$ cat config.mk
export PLATFORM = sky130hd
export DESIGN_NAME = length_prefixed_record_deframer
export DESIGN_NICKNAME = d
export VERILOG_FILES = /design/src/lprd_pkg.sv /design/src/lprd_in_reg.sv /design/src/lprd_core.sv /design/src/lprd_out_reg.sv /design/src/length_prefixed_record_deframer.sv
export SDC_FILE = /design/constraint.sdc
export NUM_CORES = 1
export LEC_CHECK = 0
export BUFFER_PORTS_ARGS = -buffer_cell sky130_fd_sc_hd__buf_2
export CAP_MARGIN = 20
export CORE_MARGIN = 2
export CORE_UTILIZATION = 30
export CTS_CLUSTER_DIAMETER = 50
export DETAILED_ROUTE_END_ITERATION = 10
export HOLD_SLACK_MARGIN = 0.05
export PLACE_DENSITY = 0.46
export SYNTH_ARGS = -nofsm -noshare
export SYNTH_HDL_FRONTEND = slang
export SYNTH_SLANG_ARGS = --single-unit
$ cat constraint.sdc
create_clock -name clk_i -period 4.9 [get_ports clk_i]
set_input_delay 0.245 -clock clk_i [delete_from_list [all_inputs] [get_ports clk_i]]
set_output_delay 0.245 -clock clk_i [all_outputs]
set_load 0.05 [all_outputs]
$ cat src/lprd_pkg.sv
// ----------------------------------------------------------------------------
// lprd_pkg
// shared types, constants and the prefix table of the record deframer
// ----------------------------------------------------------------------------
`default_nettype none

package lprd_pkg;

  localparam int unsigned DefLengthBits = 24;
  localparam int unsigned RecLenW       = 24;

  localparam logic [3:0] PrefixLen  = 4'd12;
  localparam logic [3:0] PosNoDigit = 4'd12;
  localparam logic [3:0] PosDigits  = 4'd13;
  localparam logic [1:0] TrailerLen = 2'd2;

  localparam logic [7:0] CharPlus  = 8'h2B;
  localparam logic [7:0] CharComma = 8'h2C;
  localparam logic [7:0] CharZero  = 8'h30;
  localparam logic [7:0] CharNine  = 8'h39;

  typedef enum logic [1:0] {
    KindSilent  = 2'd0,
    KindPayload = 2'd1,
    KindHeader  = 2'd2,
    KindError   = 2'd3
  } kind_e;

  typedef struct packed {
    logic       action;
    logic [7:0] rx_byte;
  } item_t;

  typedef struct packed {
    kind_e                kind;
    logic [7:0]           payload_byte;
    logic                 last_payload;
    logic [RecLenW-1:0]   record_length;
  } res_t;

  // "+HTTPCLIENT:"
  function automatic logic [7:0] prefix_char(input logic [3:0] pos);
    logic [7:0] c;
    case (pos)
      4'd0:    c = CharPlus;
      4'd1:    c = 8'h48;
      4'd2:    c = 8'h54;
      4'd3:    c = 8'h54;
      4'd4:    c = 8'h50;
      4'd5:    c = 8'h43;
      4'd6:    c = 8'h4C;
      4'd7:    c = 8'h49;
      4'd8:    c = 8'h45;
      4'd9:    c = 8'h4E;
      4'd10:   c = 8'h54;
      4'd11:   c = 8'h3A;
      default: c = 8'h00;
    endcase
    return c;
  endfunction

endpackage

`default_nettype wire

$ cat src/lprd_in_reg.sv
// ----------------------------------------------------------------------------
// lprd_in_reg
// input register, holds one beat until the core takes it
// ----------------------------------------------------------------------------
`default_nettype none

module lprd_in_reg
  import lprd_pkg::*;
(
  input  wire logic  clk_i,
  input  wire logic  rst_ni,
  input  wire logic  valid_i,
  output logic       ready_o,
  input  wire item_t item_i,
  input  wire logic  take_i,
  output logic       valid_o,
  output item_t      item_o
);

  logic  valid_q, valid_d;
  item_t item_q;

  assign ready_o = !valid_q || take_i;
  assign valid_d = ready_o ? valid_i : valid_q;
  assign valid_o = valid_q;
  assign item_o  = item_q;

  always_ff @(posedge clk_i or negedge rst_ni) begin
    if (!rst_ni) begin
      valid_q <= 1'b0;
    end else begin
      valid_q <= valid_d;
    end
  end

  always_ff @(posedge clk_i) begin
    if (ready_o && valid_i) begin
      item_q <= item_i;
    end
  end

endmodule

`default_nettype wire

$ cat src/lprd_core.sv
// ----------------------------------------------------------------------------
// lprd_core
// deframing state and the per-beat decision logic
// ----------------------------------------------------------------------------
`default_nettype none

module lprd_core
  import lprd_pkg::*;
#(
  parameter int unsigned LengthBits = DefLengthBits
) (
  input  wire logic  clk_i,
  input  wire logic  rst_ni,
  input  wire logic  fire_i,
  input  wire item_t item_i,
  output res_t       res_o
);

  typedef enum logic [1:0] {
    PhHeader  = 2'd0,
    PhPayload = 2'd1,
    PhTrailer = 2'd2,
    PhUnused  = 2'd3
  } phase_e;

  localparam logic [LengthBits-1:0] LenMax = {LengthBits{1'b1}};

  phase_e                phase_q, phase_d;
  logic [3:0]            pos_q, pos_d;
  logic [LengthBits-1:0] acc_q, acc_d;
  logic [LengthBits-1:0] rem_q, rem_d;
  logic [1:0]            trl_q, trl_d;

  logic [7:0]              b;
  logic [3:0]              diff;
  logic [LengthBits+3:0]   acc_x10;
  logic [LengthBits-1:0]   acc_sat;
  logic [LengthBits-1:0]   rem_dec;
  logic [1:0]              trl_dec;
  logic [LengthBits+23:0]  acc_wide;
  logic                    is_digit;

  assign b        = item_i.rx_byte;
  assign diff     = 4'(b - CharZero);
  assign is_digit = b inside {[CharZero:CharNine]};
  assign acc_x10  = {1'b0, acc_q, 3'b000} + {3'b000, acc_q, 1'b0} + {{LengthBits{1'b0}}, diff};
  assign acc_sat  = (acc_x10[LengthBits+3:LengthBits] != 4'd0) ? LenMax
                                                               : acc_x10[LengthBits-1:0];
  assign rem_dec  = (rem_q != '0) ? rem_q - {{(LengthBits-1){1'b0}}, 1'b1} : rem_q;
  assign trl_dec  = (trl_q != 2'd0) ? trl_q - 2'd1 : trl_q;
  assign acc_wide = {{RecLenW{1'b0}}, acc_q};

  always_comb begin
    phase_d = phase_q;
    pos_d   = pos_q;
    acc_d   = acc_q;
    rem_d   = rem_q;
    trl_d   = trl_q;
    res_o   = '{kind: KindSilent, payload_byte: 8'd0, last_payload: 1'b0,
                record_length: '0};
    if (fire_i) begin
      if (item_i.action) begin
        phase_d = PhHeader;
        pos_d   = 4'd0;
        acc_d   = '0;
        rem_d   = '0;
        trl_d   = 2'd0;
      end else begin
        case (phase_q)
          PhPayload: begin
            res_o.kind         = KindPayload;
            res_o.payload_byte = b;
            rem_d              = rem_dec;
            if (rem_dec == '0) begin
              res_o.last_payload = 1'b1;
              phase_d            = PhTrailer;
              trl_d              = TrailerLen;
            end
          end
          PhTrailer: begin
            trl_d = trl_dec;
            if (trl_dec == 2'd0) begin
              phase_d = PhHeader;
            end
          end
          default: begin
            phase_d = PhHeader;
            if (pos_q < PrefixLen) begin
              if (b == prefix_char(pos_q)) begin
                pos_d = pos_q + 4'd1;
              end else begin
                res_o.kind = KindError;
                acc_d      = '0;
                pos_d      = (b == CharPlus) ? 4'd1 : 4'd0;
              end
            end else if (is_digit) begin
              acc_d = acc_sat;
              pos_d = PosDigits;
            end else if (b == CharComma && pos_q == PosDigits) begin
              res_o.kind          = KindHeader;
              res_o.record_length = acc_wide[RecLenW-1:0];
              rem_d               = acc_q;
              acc_d               = '0;
              pos_d               = 4'd0;
              if (acc_q == '0) begin
                phase_d = PhTrailer;
                trl_d   = TrailerLen;
              end else begin
                phase_d = PhPayload;
              end
            end else begin
              res_o.kind = KindError;
              acc_d      = '0;
              pos_d      = (b == CharPlus) ? 4'd1 : 4'd0;
            end
          end
        endcase
      end
    end
  end

  always_ff @(posedge clk_i or negedge rst_ni) begin
    if (!rst_ni) begin
      phase_q <= PhHeader;
      pos_q   <= 4'd0;
      acc_q   <= '0;
      rem_q   <= '0;
      trl_q   <= 2'd0;
    end else begin
      phase_q <= phase_d;
      pos_q   <= pos_d;
      acc_q   <= acc_d;
      rem_q   <= rem_d;
      trl_q   <= trl_d;
    end
  end

endmodule

`default_nettype wire

$ cat src/lprd_out_reg.sv
// ----------------------------------------------------------------------------
// lprd_out_reg
// result register toward the output channel
// ----------------------------------------------------------------------------
`default_nettype none

module lprd_out_reg
  import lprd_pkg::*;
(
  input  wire logic clk_i,
  input  wire logic rst_ni,
  input  wire logic load_i,
  input  wire res_t res_i,
  output logic      space_o,
  output logic      valid_o,
  input  wire logic ready_i,
  output res_t      res_o
);

  logic valid_q, valid_d;
  res_t res_q;

  assign space_o = !valid_q || ready_i;
  assign valid_d = load_i || (valid_q && !ready_i);
  assign valid_o = valid_q;
  assign res_o   = res_q;

  always_ff @(posedge clk_i or negedge rst_ni) begin
    if (!rst_ni) begin
      valid_q <= 1'b0;
    end else begin
      valid_q <= valid_d;
    end
  end

  always_ff @(posedge clk_i) begin
    if (load_i) begin
      res_q <= res_i;
    end
  end

endmodule

`default_nettype wire

$ cat src/length_prefixed_record_deframer.sv
// ----------------------------------------------------------------------------
// length_prefixed_record_deframer
// cuts "+HTTPCLIENT:<len>," records out of a received byte stream
// ----------------------------------------------------------------------------
// Takes one beat per cycle when the output is not stalled and gives exactly one
// result beat for each input beat. Each beat passes an input register, one step
// of the deframing state (prefix compare, decimal length update by
// shift-and-add with saturation at 2^LengthBits-1, or a payload/trailer count)
// and a result register. The result register frees while it is being read, so
// an item can enter every cycle. A beat with action set restarts the header
// search; no clearing pass follows reset.
`default_nettype none

module length_prefixed_record_deframer
  import lprd_pkg::*;
#(
  parameter int unsigned LengthBits = DefLengthBits
) (
  input  wire logic               clk_i,
  input  wire logic               rst_ni,
  input  wire logic               in_valid_i,
  output logic                    in_ready_o,
  input  wire logic               action_i,
  input  wire logic [7:0]         rx_byte_i,
  output logic                    out_valid_o,
  input  wire logic               out_ready_i,
  output logic [1:0]              kind_o,
  output logic [7:0]              payload_byte_o,
  output logic                    last_payload_o,
  output logic [RecLenW-1:0]      record_length_o
);

  item_t in_item;
  item_t reg_item;
  logic  reg_valid;
  logic  space;
  logic  fire;
  res_t  core_res;
  res_t  out_res;

  assign in_item = '{action: action_i, rx_byte: rx_byte_i};
  assign fire    = reg_valid && space;

  lprd_in_reg u_in_reg (
    .clk_i   (clk_i),
    .rst_ni  (rst_ni),
    .valid_i (in_valid_i),
    .ready_o (in_ready_o),
    .item_i  (in_item),
    .take_i  (fire),
    .valid_o (reg_valid),
    .item_o  (reg_item)
  );

  lprd_core #(
    .LengthBits (LengthBits)
  ) u_core (
    .clk_i  (clk_i),
    .rst_ni (rst_ni),
    .fire_i (fire),
    .item_i (reg_item),
    .res_o  (core_res)
  );

  lprd_out_reg u_out_reg (
    .clk_i   (clk_i),
    .rst_ni  (rst_ni),
    .load_i  (fire),
    .res_i   (core_res),
    .space_o (space),
    .valid_o (out_valid_o),
    .ready_i (out_ready_i),
    .res_o   (out_res)
  );

  assign kind_o          = out_res.kind;
  assign payload_byte_o  = out_res.payload_byte;
  assign last_payload_o  = out_res.last_payload;
  assign record_length_o = out_res.record_length;

endmodule

`default_nettype wire

==> results.toml <==
[outcome]
status = "finished, final reports clean"

[logic_synthesis]
ys_types = 67
synth_edf_count = 44
syn_nets = 899
async_flop_share_pct = 56.86
avgSynthCellArea_um2 = 8.963
yosysSeqAreaShare_pct = 37.50
yosys-top-cells-area = "dfrtp_1 (20%), edfxtp_1 (18%), ha_1 (10%), o21ai_0 (4.7%), nand2_1 (3.6%)"
yosys_warnings = 0
synth_top_area_share_pct = 19.63
syn_area_um2 = 7395
synthCells = 825
synth_common_cells = "nand2_1 (70), o21ai_0 (70), ha_1 (59), dfrtp_1 (58), a21oi_1 (51)"
synth_ff_type = "dfrtp_1"
yosysTopAreaCell = "dfrtp_1"
ys_ff_latch = 102

[worst_setup_path]
cpMaxStageDelayCell = "a2111oi_0"
crit_type = "flip-flop to flip-flop"
path_buf_inv = 2
reg2reg_slack_ns = 0.99
path_max_fanout = 24
path_cells = "fa_1, ha_1, a21oi_1, nand4b_1, a2111oi_0, buf_4, o21ai_0, a31oi_1, o211ai_1, a211oi_2, buf_4, o21ai_0"
r2r-start = "u_in_reg.item_o[3]"
max_stage_delay_ns = 0.56
r2r-end = "u_core.acc_q[0]"
cp-start-kind = "flip-flop"
reg2regPathDepth = 12
crit_family = "compound AO/OA/AOI/OAI gates"
critPathArrivalTime_ns = 4.12
worstPathRequired_ns = 5.11
critPathCaptureType = "flip-flop"

[timing]
worstMarginPinSlew_ns = 1.029
rsz0062_at_grt = "false"
finalMaxSlewViolations = 0
period_share_pct = 79.69
hold_violations = 0
finalSetupViolCount = 0
finClkSkew_ns = 0.008885
min_period_ns = 3.905
slew_headroom_pct = 31.38
setup_tns_ns = 0
max_clock_freq_mhz = 256.1

[detailed_routing]
drtIter0Drc = 393
wire_per_inst_um = 18.76
via_per_inst = 5.403
num_vias = 6349
firstDrtPassIters = 4
ant_nets = 0
drc = 0
wirelength_um = 22040

[clocking]
clk_latency_ns = 0.35
path_clk_slew_ns = 0.07
postCtsSetupRepairBufs = 0
cts_made_buffers = 9
postCtsResizedCells = 0
cts_tree = "done"
cts-root-buf = "clkbuf_16"
cts_sinks = 102
htreeDepth = 3
postCtsHoldBufs = 0
cts_buffer_depth = 2

[floorplanning]
dieArea_um2 = 25920
die_h_um = 161
fp.dieW_um = 161
start_util_pct = 30.50
fp-row-count = 57
io-pin-count = 50
coreArea_um2 = 24250

[power]
leakage_uw = 0.003627
max-vdd-ir-drop_uv = 141.6
cellPowerDensity_nw_per_um2 = 217.5

[placed_design]
port_buffers = 49
dp_hpwl_um = 15840
gp_congestion = 0.8400

[flow_run]
drv_cap = 0

[finish]
final_nets = 920
syn2layout_area_growth_pct = 11.24
post-route-util_pct = 33.92
fillers = 2568
multi_input_area_um2 = 4337
diodes = 0
final-seq-area_um2 = 2773
drive_gt1_share_pct = 11.05

[global_route]
first_global_vias = 6306
grt-ovfl-total = 0
grt_usage_pct = 17.35
grt_max_degree = 59
antenna_found_initial = 0
grt_pass1_wl_um = 35860

[hold_path]
hold_class = "input pin to async pin"
[layout make-up]
class,count,share of cell area [%]
clock buffer,10,2.905
clock inverter,6,0.4259
inverter,25,1.141
multi-input combinational,646,52.72
sequential,102,33.71
tap,324,4.929
timing repair buffer,62,4.168
[sequential cells by signal (all words and copies together) (netlist names)]
name	count
u_core.trl_q	2
u_out_reg.res_o	35
u_core.pos_q	4
u_in_reg.item_o	9
u_core.acc_q	24
u_in_reg.valid_o	1
u_core.rem_q	24
u_out_reg.valid_o	1
u_core.phase_q	2
[power breakdown]
part | switching [uW] | internal (uW) | total, uW
Combinational | 136 | 32.8 | 169
Clock | 324 | 356 | 680
Sequential | 18.4 | 921 | 939
[per-layer routing]
layer,vias up,routed length [um],track usage [%]
met5,-,0,0
met4,0,410,5.154
met3,21,478,1.592
met2,90,10050,27.55
met1,3098,11110,25.15
li1,3140,-,-
[cells by family (layout without fill, tap and decap cells)]
logic type	count (synthesis)	after routing	synth area share (%)
flip-flops	102	102	37.50
XOR/XNOR	23	23	2.724
adder cells (fa/ha/maj)	61	61	10.52
buffers and inverters	77	103	4.061
multiplexers	13	13	1.844
AO/OA/AOI/OAI	238	238	20.66
AND/OR/NAND/NOR	311	311	22.69
[layout by cell type (no fill, tap or decap), drive strengths merged, types with 12 or more instances in the layout]
| cell | count |
|---|---|
| o21ai | 70 |
| and2 | 30 |
| nor2 | 39 |
| nor3 | 30 |
| edfxtp | 44 |
| nor4 | 21 |
| dfrtp | 58 |
| xnor2 | 15 |
| and3 | 24 |
| a21oi | 51 |
| a21o | 14 |
| nand2 | 70 |
| buf | 62 |
| a22oi | 20 |
| inv | 25 |
| or3 | 12 |
| nand3 | 21 |
| ha | 59 |
[metrics by stage]
step | total power, uW | setup WS (ns) | hold WS [ns] | instances | area (um^2)
after floorplan | 1066 | 1.197 | -0.05059 | 825 | 7395
after global placement | 1130 | 1.014 | 0.4233 | 1159 | 7951
after detailed placement | 1129 | 1.001 | 0.4237 | 1159 | 7951
after CTS | 1815 | 0.9662 | 0.05748 | 1175 | 8225
after global routing | 1862 | 0.6034 | 0.06173 | 1175 | 8225
final | 1789 | 0.9950 | 0.05471 | 1175 | 8225
[how the worst max path moves through the flow]
stage,endpoint,slack [ns],from,depth (start not counted)
after floorplan,u_core.acc_q[12],1.20,u_in_reg.item_o[3],11
after global placement,u_core.acc_q[8],1.01,u_in_reg.item_o[3],12
after detailed placement,u_core.acc_q[22],1.00,u_in_reg.item_o[3],11
after CTS,u_core.acc_q[0],0.97,u_in_reg.item_o[3],12
after global routing,u_core.acc_q[0],0.60,u_in_reg.item_o[3],12
final,u_core.acc_q[0],0.99,u_in_reg.item_o[3],12
Power figures use the tool's default switching activity.
